===== src/ptts_pkg.sv =====
package ptts_pkg;

  localparam int DATA_W    = 32;
  localparam int MS_W      = 16;
  localparam int CFG_IDX_W = 4;
  localparam int OUT_IDX_W = 2;
  localparam int MASK_W    = 4;

  // configuration register indexes
  localparam logic [CFG_IDX_W-1:0] CFG_ACTIVE_MASK = 4'd0;
  localparam logic [CFG_IDX_W-1:0] CFG_INTERVAL0   = 4'd1;
  localparam logic [CFG_IDX_W-1:0] CFG_START_TICK  = 4'd5;
  localparam logic [CFG_IDX_W-1:0] CFG_START_TIME  = 4'd6;
  localparam logic [CFG_IDX_W-1:0] CFG_MS_PER_TICK = 4'd7;

  typedef enum logic [1:0] {
    S_IDLE,
    S_TICK,
    S_SCAN,
    S_EMIT
  } state_t;

  typedef struct packed {
    logic accept;
    logic tick;
    logic scan;
    logic emit;
  } cmd_t;

  typedef struct packed {
    logic tick_due;
    logic scan_done;
    logic last_out;
    logic out_free;
  } sts_t;

  // a has reached b, wrap-aware
  function automatic logic reached(input logic [DATA_W-1:0] a, input logic [DATA_W-1:0] b);
    logic [DATA_W-1:0] d;
    d = a - b;
    return ~d[DATA_W-1];
  endfunction

endpackage


===== src/periodic_tick_timer_scheduler.sv =====
// Channel  Dir  Ports                                    Accept
// in       in   in_valid, in_stall, in_now_time          in_valid && !in_stall
// out      out  out_valid, out_stall, out_fired,         out_valid && !out_stall
//               out_timer_index, out_tick_value,
//               out_more_due, out_last
// cfg      in   cfg_we, cfg_index, cfg_wdata             cfg_we
//
// Steps: accept, tick check, a scan over the timers one by one, and one result
// emit per fired timer (at least one); with no tick due the scan is skipped.
// The scan is set by the single expiry compare shared over timers.
// Reset (synchronous, rst_n low) loads all registers but the sample and
// result payload to defaults: tick 0, deadline 1, expiries 1, no timer enabled.
// A stalled output holds its transaction; the next sample is still taken and
// worked on, and waits only when its first result is ready to load.
module periodic_tick_timer_scheduler import ptts_pkg::*; #(
  parameter int TIMERS = 4
) (
  input  logic                 clk,
  input  logic                 rst_n,
  // configuration
  input  logic                 cfg_we,
  input  logic [CFG_IDX_W-1:0] cfg_index,
  input  logic [DATA_W-1:0]    cfg_wdata,
  // time samples
  input  logic                 in_valid,
  output logic                 in_stall,
  input  logic [DATA_W-1:0]    in_now_time,
  // fired-timer reports
  output logic                 out_valid,
  input  logic                 out_stall,
  output logic                 out_fired,
  output logic [OUT_IDX_W-1:0] out_timer_index,
  output logic [DATA_W-1:0]    out_tick_value,
  output logic                 out_more_due,
  output logic                 out_last
);

  cmd_t cmd;
  sts_t sts;

  // sequencer: idle -> tick check -> per-timer scan -> result emit
  ptts_ctrl u_ctrl (
    .clk      (clk),
    .rst_n    (rst_n),
    .in_valid (in_valid),
    .in_stall (in_stall),
    .sts      (sts),
    .cmd      (cmd)
  );

  // tick/deadline counters, expiry table, fired set and output register
  ptts_dp #(
    .TIMERS (TIMERS)
  ) u_dp (
    .clk             (clk),
    .rst_n           (rst_n),
    .cmd             (cmd),
    .sts             (sts),
    .cfg_we          (cfg_we),
    .cfg_index       (cfg_index),
    .cfg_wdata       (cfg_wdata),
    .in_now_time     (in_now_time),
    .out_stall       (out_stall),
    .out_valid       (out_valid),
    .out_fired       (out_fired),
    .out_timer_index (out_timer_index),
    .out_tick_value  (out_tick_value),
    .out_more_due    (out_more_due),
    .out_last        (out_last)
  );

endmodule


===== src/ptts_ctrl.sv =====
module ptts_ctrl import ptts_pkg::*; (
  input  logic clk,
  input  logic rst_n,
  input  logic in_valid,
  output logic in_stall,
  input  sts_t sts,
  output cmd_t cmd
);

  state_t state_r, state_nxt;

  always_ff @(posedge clk) begin
    if (!rst_n) begin
      state_r <= S_IDLE;
    end else begin
      state_r <= state_nxt;
    end
  end

  always_comb begin
    state_nxt = state_r;
    case (state_r)
      S_IDLE: begin
        if (in_valid) state_nxt = S_TICK;
      end
      S_TICK: begin
        state_nxt = sts.tick_due ? S_SCAN : S_EMIT;
      end
      S_SCAN: begin
        if (sts.scan_done) state_nxt = S_EMIT;
      end
      S_EMIT: begin
        if (sts.out_free && sts.last_out) state_nxt = S_IDLE;
      end
      default: begin
        state_nxt = S_IDLE;
      end
    endcase
  end

  always_comb begin
    cmd      = '0;
    in_stall = 1'b1;
    case (state_r)
      S_IDLE: begin
        in_stall   = 1'b0;
        cmd.accept = in_valid;
      end
      S_TICK: begin
        cmd.tick = 1'b1;
      end
      S_SCAN: begin
        cmd.scan = 1'b1;
      end
      S_EMIT: begin
        cmd.emit = sts.out_free;
      end
      default: begin
        cmd = '0;
      end
    endcase
  end

  a_accept_to_tick: assert property (@(posedge clk) disable iff (!rst_n)
    cmd.accept |=> state_r == S_TICK)
    else $error("accepted transaction did not start a tick step");

  a_scan_holds: assert property (@(posedge clk) disable iff (!rst_n)
    (state_r == S_SCAN) && !sts.scan_done |=> state_r == S_SCAN)
    else $error("timer scan left early");

  a_stall_while_busy: assert property (@(posedge clk) disable iff (!rst_n)
    (state_r == S_EMIT) && !(sts.out_free && sts.last_out) |=> in_stall)
    else $error("input taken while results still pending");

endmodule


===== src/ptts_dp.sv =====
module ptts_dp import ptts_pkg::*; #(
  parameter int TIMERS = 4
) (
  input  logic                 clk,
  input  logic                 rst_n,
  input  cmd_t                 cmd,
  output sts_t                 sts,
  input  logic                 cfg_we,
  input  logic [CFG_IDX_W-1:0] cfg_index,
  input  logic [DATA_W-1:0]    cfg_wdata,
  input  logic [DATA_W-1:0]    in_now_time,
  input  logic                 out_stall,
  output logic                 out_valid,
  output logic                 out_fired,
  output logic [OUT_IDX_W-1:0] out_timer_index,
  output logic [DATA_W-1:0]    out_tick_value,
  output logic                 out_more_due,
  output logic                 out_last
);

  localparam int IDX_W = (TIMERS > 1) ? $clog2(TIMERS) : 1;

  logic [TIMERS-1:0] mask_r;
  logic [DATA_W-1:0] interval_r [TIMERS];
  logic [DATA_W-1:0] expiry_r   [TIMERS];
  logic [DATA_W-1:0] start_time_r;
  logic [MS_W-1:0]   ms_r;
  logic [DATA_W-1:0] tick_r;
  logic [DATA_W-1:0] deadline_r;
  logic [DATA_W-1:0] now_r;
  logic [IDX_W-1:0]  idx_r;
  logic [TIMERS-1:0] fire_vec_r;

  logic                 out_valid_r;
  logic                 out_fired_r;
  logic [OUT_IDX_W-1:0] out_idx_r;
  logic [DATA_W-1:0]    out_tick_r;
  logic                 out_more_r;
  logic                 out_last_r;

  logic              tick_due;
  logic              cur_hit;
  logic              fire_none;
  logic [IDX_W-1:0]  pick;
  logic [TIMERS-1:0] fire_rest;

  // same compare serves the tick check and, after the tick, more_due
  assign tick_due  = reached(now_r, deadline_r);
  assign cur_hit   = mask_r[idx_r] && reached(tick_r, expiry_r[idx_r]);
  assign fire_none = (fire_vec_r == '0);

  // lowest pending fired timer
  always_comb begin
    pick = '0;
    for (int i = TIMERS - 1; i >= 0; i--) begin
      if (fire_vec_r[i]) pick = IDX_W'(i);
    end
    fire_rest = fire_vec_r;
    fire_rest[pick] = 1'b0;
  end

  assign sts.tick_due  = tick_due;
  assign sts.scan_done = (idx_r == IDX_W'(TIMERS - 1));
  assign sts.last_out  = fire_none || (fire_rest == '0);
  assign sts.out_free  = !out_valid_r || !out_stall;

  always_ff @(posedge clk) begin
    if (!rst_n) begin
      mask_r       <= '0;
      start_time_r <= '0;
      ms_r         <= MS_W'(1);
      tick_r       <= '0;
      deadline_r   <= DATA_W'(1);
      idx_r        <= '0;
      fire_vec_r   <= '0;
      for (int i = 0; i < TIMERS; i++) begin
        interval_r[i] <= DATA_W'(1);
        expiry_r[i]   <= DATA_W'(1);
      end
    end else if (cfg_we) begin
      case (cfg_index)
        CFG_ACTIVE_MASK: mask_r <= cfg_wdata[TIMERS-1:0];
        CFG_START_TICK: begin
          tick_r <= cfg_wdata;
          for (int i = 0; i < TIMERS; i++) begin
            expiry_r[i] <= cfg_wdata + interval_r[i];
          end
        end
        CFG_START_TIME: begin
          start_time_r <= cfg_wdata;
          deadline_r   <= cfg_wdata + DATA_W'(ms_r);
        end
        CFG_MS_PER_TICK: begin
          ms_r       <= cfg_wdata[MS_W-1:0];
          deadline_r <= start_time_r + DATA_W'(cfg_wdata[MS_W-1:0]);
        end
        default: begin
          for (int i = 0; i < TIMERS; i++) begin
            if (cfg_index == CFG_IDX_W'(CFG_INTERVAL0 + i)) begin
              interval_r[i] <= cfg_wdata;
              expiry_r[i]   <= tick_r + cfg_wdata;
            end
          end
        end
      endcase
    end else begin
      if (cmd.accept) begin
        now_r <= in_now_time;
      end
      if (cmd.tick) begin
        idx_r      <= '0;
        fire_vec_r <= '0;
        if (tick_due) begin
          deadline_r <= deadline_r + DATA_W'(ms_r);
          tick_r     <= tick_r + DATA_W'(1);
        end
      end
      if (cmd.scan) begin
        if (cur_hit) begin
          expiry_r[idx_r]   <= tick_r + interval_r[idx_r];
          fire_vec_r[idx_r] <= 1'b1;
        end
        idx_r <= idx_r + IDX_W'(1);
      end
      if (cmd.emit) begin
        fire_vec_r <= fire_none ? fire_vec_r : fire_rest;
      end
    end
  end

  // output register
  always_ff @(posedge clk) begin
    if (!rst_n) begin
      out_valid_r <= 1'b0;
    end else if (cmd.emit) begin
      out_valid_r <= 1'b1;
    end else if (!out_stall) begin
      out_valid_r <= 1'b0;
    end
  end

  always_ff @(posedge clk) begin
    if (cmd.emit) begin
      out_fired_r <= !fire_none;
      out_idx_r   <= fire_none ? '0 : OUT_IDX_W'(pick);
      out_tick_r  <= tick_r;
      out_more_r  <= tick_due;
      out_last_r  <= fire_none || (fire_rest == '0);
    end
  end

  assign out_valid       = out_valid_r;
  assign out_fired       = out_fired_r;
  assign out_timer_index = out_idx_r;
  assign out_tick_value  = out_tick_r;
  assign out_more_due    = out_more_r;
  assign out_last        = out_last_r;

  a_tick_step: assert property (@(posedge clk) disable iff (!rst_n)
    cmd.tick && tick_due && !cfg_we |=> tick_r == $past(tick_r) + DATA_W'(1))
    else $error("tick counter did not advance on a due deadline");

  a_emit_drains: assert property (@(posedge clk) disable iff (!rst_n)
    cmd.emit && !fire_none && !cfg_we |=>
      $countones(fire_vec_r) == $countones($past(fire_vec_r)) - 1)
    else $error("result emit did not retire exactly one fired timer");

  a_emit_slot_free: assert property (@(posedge clk) disable iff (!rst_n)
    cmd.emit |-> !out_valid_r || !out_stall)
    else $error("result loaded over a stalled transaction");

endmodule


===== config.mk =====
export PLATFORM = sky130hd
export DESIGN_NAME = periodic_tick_timer_scheduler
export DESIGN_NICKNAME = d
export VERILOG_FILES = /design/src/ptts_pkg.sv /design/src/periodic_tick_timer_scheduler.sv /design/src/ptts_ctrl.sv /design/src/ptts_dp.sv
export SDC_FILE = /design/constraint.sdc
export NUM_CORES = 2
export LEC_CHECK = 0
export ABC_CLOCK_PERIOD_IN_PS = 5000
export BUFFER_PORTS_ARGS = -buffer_cell sky130_fd_sc_hd__buf_2
export CAP_MARGIN = 15
export CORE_UTILIZATION = 58
export CTS_BUF_LIST = sky130_fd_sc_hd__clkbuf_16
export CTS_CLUSTER_DIAMETER = 30
export DETAILED_ROUTE_END_ITERATION = 6
export PLACE_DENSITY_LB_ADDON = 0.3
export SLEW_MARGIN = 20
export SYNTH_ARGS = -nofsm -noshare
export SYNTH_HDL_FRONTEND = slang
export SYNTH_SLANG_ARGS = --single-unit

===== constraint.sdc =====
create_clock -name clk -period 5 [get_ports clk]
set_input_delay 0.5 -clock clk [delete_from_list [all_inputs] [get_ports clk]]
set_output_delay 0.5 -clock clk [all_outputs]
set_load 0.03 [all_outputs]

# Word level (Yosys, flattened, before mapping)
# Memories as Yosys holds them, arrays and structs flattened. A register that Yosys moved wholly into a read port is not among the register bits.
# Index checks and enable logic that the tools add are counted.
# totals
regBits	194
latch_bits	0
mem_bits_rw	256
romBits	0
inputBits	73
out_inout_bits	39
wordCells	185
memories	2
# mem_list
name	depth	width	read_ports	rd_ports_with_merged_regs	write_ports	line	rtl
u_dp.expiry_r	4	32	1	1	4	ptts_dp.sv:25	logic [DATA_W-1:0] expiry_r [TIMERS];
u_dp.interval_r	4	32	5	1	4	ptts_dp.sv:24	logic [DATA_W-1:0] interval_r [TIMERS];
# classes
addsub	13
n_mul	0
div_mod_pow	0
n_lt_le_gt_ge	4
n_eq_ne	19
n_shift	0
muxes	88
bitwise	18
n_reduce_logical	26
# ops
cell	n
$mux 32	20
$add 32x32->32	6
$add 32x16->32	3
$pmux 32 s2	1
$sub 32x32->32	2
$mux 1	42
$add 32x1->32 const B	1
$reduce_or 32->1	1
$mux 2	14
$mux 4	7
$eq 4x3->1 const B	4
$logic_not 4->1	3
$or 1x1->1	12
$reduce_and 3->1	4
$reduce_and 2->1	5
$eq 4x2->1 const B	2
$ne 2x2->1 const B	4
$pmux 2 s4	1
$eq 2x2->1 const B	3
$lt 2x3->1 const B	2
$ne 2x1->1 const B	3
$and 4x4->4	1
$demux 1 s2	2
$eq 4x1->1 const B	1
14 further kinds	24

# Longest topological paths before layout
# depth
ltp_word	15
depth_mapped	16
mapped_depth_nobuf	14

# Cells and area by module
# Synthesis repeated with hierarchy kept, for this count alone.
# hier_totals
hier_cells	3561
area_unflattened_um2	33863.7
# modules_own_cells
mod	instances	cells_each	area_per_inst_um2	seq_area_each_um2
ptts_dp	1	3535	33627.3	12261.8
ptts_ctrl	1	26	236.5	40.0

# Worst setup path after synthesis
# Ideal clock, no wire load.
# synth_path
path_type	reg-to-reg
start	register (tool-made name)
end	memory u_dp.expiry_r[3][0] (enable)
setup_time_ns	0.394
arrival_ns	4.509
t_required_ns	4.606
setup_slack_ns	0.097
stages_incl_launch_ff	17
path_buffers	4
synth_period_minus_slack_ns	4.903
path_cell_list	dfxtp_1 buf_4 buf_1 mux4_2 inv_1 ha_1 a21oi_1 o21ai_0 a221oi_1 o21ai_0 or3_1 a21oi_4 nand4_4 and2_1 clkbuf_1 buf_2 nand3_1
# synth_rtl
element	line
end: declaration	ptts_dp.sv:25

==> qor.yml <==
logic_synthesis:
  synth_area_per_cell_um2: 9.39
  ys_types: 88
  synth_seq_cells: 452
  synth_edf_count: 325
  yosysTopAreaCellShare_pct: 29.0
  ys_seq_area_share_pct: 36.6
  synth_area_leaders: "edfxtp_1, ha_1, dfxtp_1"
  synthCells: 3582
  ys_warn_count: 0
  synth_top_area_cell: "edfxtp_1"
  synth.net_count: 3968
  synthArstFlopShare_pct: 0
  synth_area_um2: 33600
  synth-main-ff-cell: "edfxtp_1"
worst_hold_path:
  hold_start: "in_now_time[17]"
  hp-class: "input pin to flop"
  hold_end: "u_dp.now_r[17]$_DFFE_PP_"
  worstHoldPathCells: 1
die:
  pin_count: 112
  core-area_um2: 56800
  fp-row-count: 87
  die_w_um: 243
  die-area_um2: 59000
  die_h_um: 243
  start_util_pct: 59.2
grt:
  grt_pass1_wl_um: 170000
  track_usage_pct: 37.9
  grt_max_degree: 93
  gr-total-overflow: 0
  antenna_found_initial: 5
  grt_pass1_vias: 29200
route:
  drt-pass1-iter-count: 7
  finalWirelength_um: 114000
  vias: 30800
  ant_nets: 0
  drt-wirelength-per-cell_um: 24.8
  viasPerCell: 6.71
  dr.max_layer_used: "met5"
  drtIter0Drc: 3875
  drc: 18
  met1_length_um: 44200
  met2_length_um: 48100
  route.met3.wl_um: 16700
place:
  dp_hpwl_um: 85000
  place_inst: 4388
  placed_cell_area_um2: 35400
  port_buffers: 111
  gp_congestion: 1.01
  dp_slack_ps: 378
critical_path:
  cp_common_cell: "buf_12"
  max_stage_delay_ps: 530
  end_kind: "flop"
  arrival_ps: 5000
  crit_type: "flop to flop"
  startpoint_type: "flop"
  crit_slowest_cell: "mux4_2"
  r2r_setup_slack_ps: 410
  reg2reg_to: "u_dp.expiry_r[1][16]$_DFFE_PP_"
  critical_path_required_ps: 5410
  ff2ff_path_depth: 16
  cp_cell_sequence: "buf_12, buf_4, mux4_2, inv_1, ha_1, nand4_1, nor3_1, nand2_1, a31oi_1, o21ai_1, a21oi_4, nand2_4, buf_12, mux2i_1, nor2_1, a221o_1"
  critical_path_buf_inv_count: 4
  critPathMaxFanout: 43
  cp_top_family: "compound AO/OA/AOI/OAI gates"
clock_tree:
  ctsHoldBuffers: 16
  cts_tree: "done"
  clkTransAtPathRegs_ps: 50
  numClockSinks: 452
  post_cts_resized: 0
  cts-root-buf: "clkbuf_16"
  h-tree-depth: 3
  clk_path_buf_depth: 3
  numCtsBuffers: 101
  clkLatencyLatePin_ps: 670
  postCtsSetupRepairBufs: 0
sta:
  setup-tns-final_ps: 0
  rsz0062_at_grt: "no"
  hold_slack_ps: 15.5
  maxClockFrequency_ghz: 0.218
  setup_viol: 0
  finClkSkew_ps: 21.1
  hold_viol_final: 0
  worst_pin_slew_ps: 1070
  slew_violations: 0
  fin_crit_sh_pct: 91.9
  setup_ws_ps: 406
  post-route-min-period_ps: 4590
  slew-limit-headroom_pct: 28.7
final_layout:
  layout_commonest_cell: "a21oi_1"
  stdcell_count: 4600
  finalNetCount: 4137
  fin_area_um2: 39100
  final_cell_mix: "a21oi_1, nand2_1, edfxtp_1, ha_1, nor2_1"
  final_layout_size_suffix_gt1_share_pct: 12.8
  area_delta_synth_final_pct: 16.2
power_and_ir_drop:
  pwr-share-seq_pct: 31.5
  pwr-share-clk_pct: 47.1
  p_int_uw: 9710
  ir_drop_mv: 0.466
  p_sw_uw: 4560
  power_frac_comb_pct: 21.4
  power.density_nw_per_um2: 365
  swShare_pct: 31.9
  leakage_uw: 0.0157
status:
  status: "complete, but fails checks"
  violations: "design-rule violations"
job:
  cap_violations: 0
-- cells by family (layout without fill, tap and decap cells) --
group | Yosys count | in the layout | share of synthesized area, %
other | 0 | 4 | 0
adder cells (fa/ha/maj) | 313 | 313 | 11.8
flip-flops | 452 | 452 | 36.6
buffers and inverters | 299 | 557 | 3.44
multiplexers | 83 | 83 | 4.91
XOR/XNOR | 225 | 225 | 5.86
AO/OA/AOI/OAI | 1154 | 1154 | 22.1
AND/OR/NAND/NOR | 1056 | 1056 | 15.3
-- through the flow --
step	total power, µW	util, %
after floorplan	6430	-
after global placement	7410	62.3
after detailed placement	7440	62.3
after CTS	14100	68.8
after global routing	14700	68.8
final	14300	68.8
-- how the worst max path moves through the flow --
stage	startpoint	end	slack, ps	cells after the start
final	flop	u_dp.expiry_r[1][16]$_DFFE_PP_	410	16
after global routing	flop	u_dp.expiry_r[1][16]$_DFFE_PP_	80	16
after CTS	flop	u_dp.expiry_r[1][16]$_DFFE_PP_	350	16
after detailed placement	flop	u_dp.expiry_r[1][16]$_DFFE_PP_	380	16
after global placement	flop	u_dp.expiry_r[3][31]$_DFFE_PP_	480	13
after floorplan	flop	u_dp.expiry_r[3][0]$_DFFE_PP_	100	16
-- area by class of cell --
type	instances	area, µm²
Multi-Input combinational cell	2831	20200
Clock inverter	89	926
Antenna cell	4	10.0
Tap cell	756	946
Fill cell	4367	17700
Sequential cell	452	12300
Timing Repair Buffer	221	1540
Inverter	144	542
Clock buffer	103	2580
-- routing by layer --
layer / track usage, % / vias to the layer above
li1: - / 13900
met2: 56.3 / 1968
met1: 50.4 / 14600
met5: 0 / -
met3: 12.4 / 349
met4: 16.8 / 4
-- power groups by stage --
stage          registers, µW  clock network [µW]  logic, µW
4_1_cts                 4470                6730       2940
6_report                4490                6720       3050
5_1_grt                 4500                6930       3260
3_5_place_dp            4540                   0       2900
3_3_place_gp            4530                   0       2880
2_1_floorplan           4510                   0       1930
-- cell usage after synthesis (all sizes together) (28+ instances only) --
library cell and number:
nor2b 30, xnor2 149, inv 143, and3 53, a211oi 40, nor2 219, nand2 339, ha 304
dfxtp 127, and2 119, a21o 104, nand4 37, nand3 83, buf 28, o22ai 36, mux4 65
nand2b 34, a21oi 365, edfxtp 325, clkbuf 127, o221ai 29, a31oi 34, xor2 76, o21ai 216
o21a 40, a22oi 46, o211ai 43, nor3 72
-- state kept, by name, summed over array words and instances (netlist names), 2 cells and up, named ones only --
signal                cells
u_dp.out_timer_index      2
u_dp.now_r               32
u_dp.start_time_r        32
u_dp.fire_vec_r           4
u_dp.interval_r         128
u_ctrl.state_r            2
u_dp.tick_r              32
u_dp.ms_r                16
u_dp.expiry_r           128
u_dp.mask_r               4
u_dp.out_tick_value      32
u_dp.deadline_r          32
u_dp.idx_r                2
Note: power is estimated with default switching activity, not from simulation.
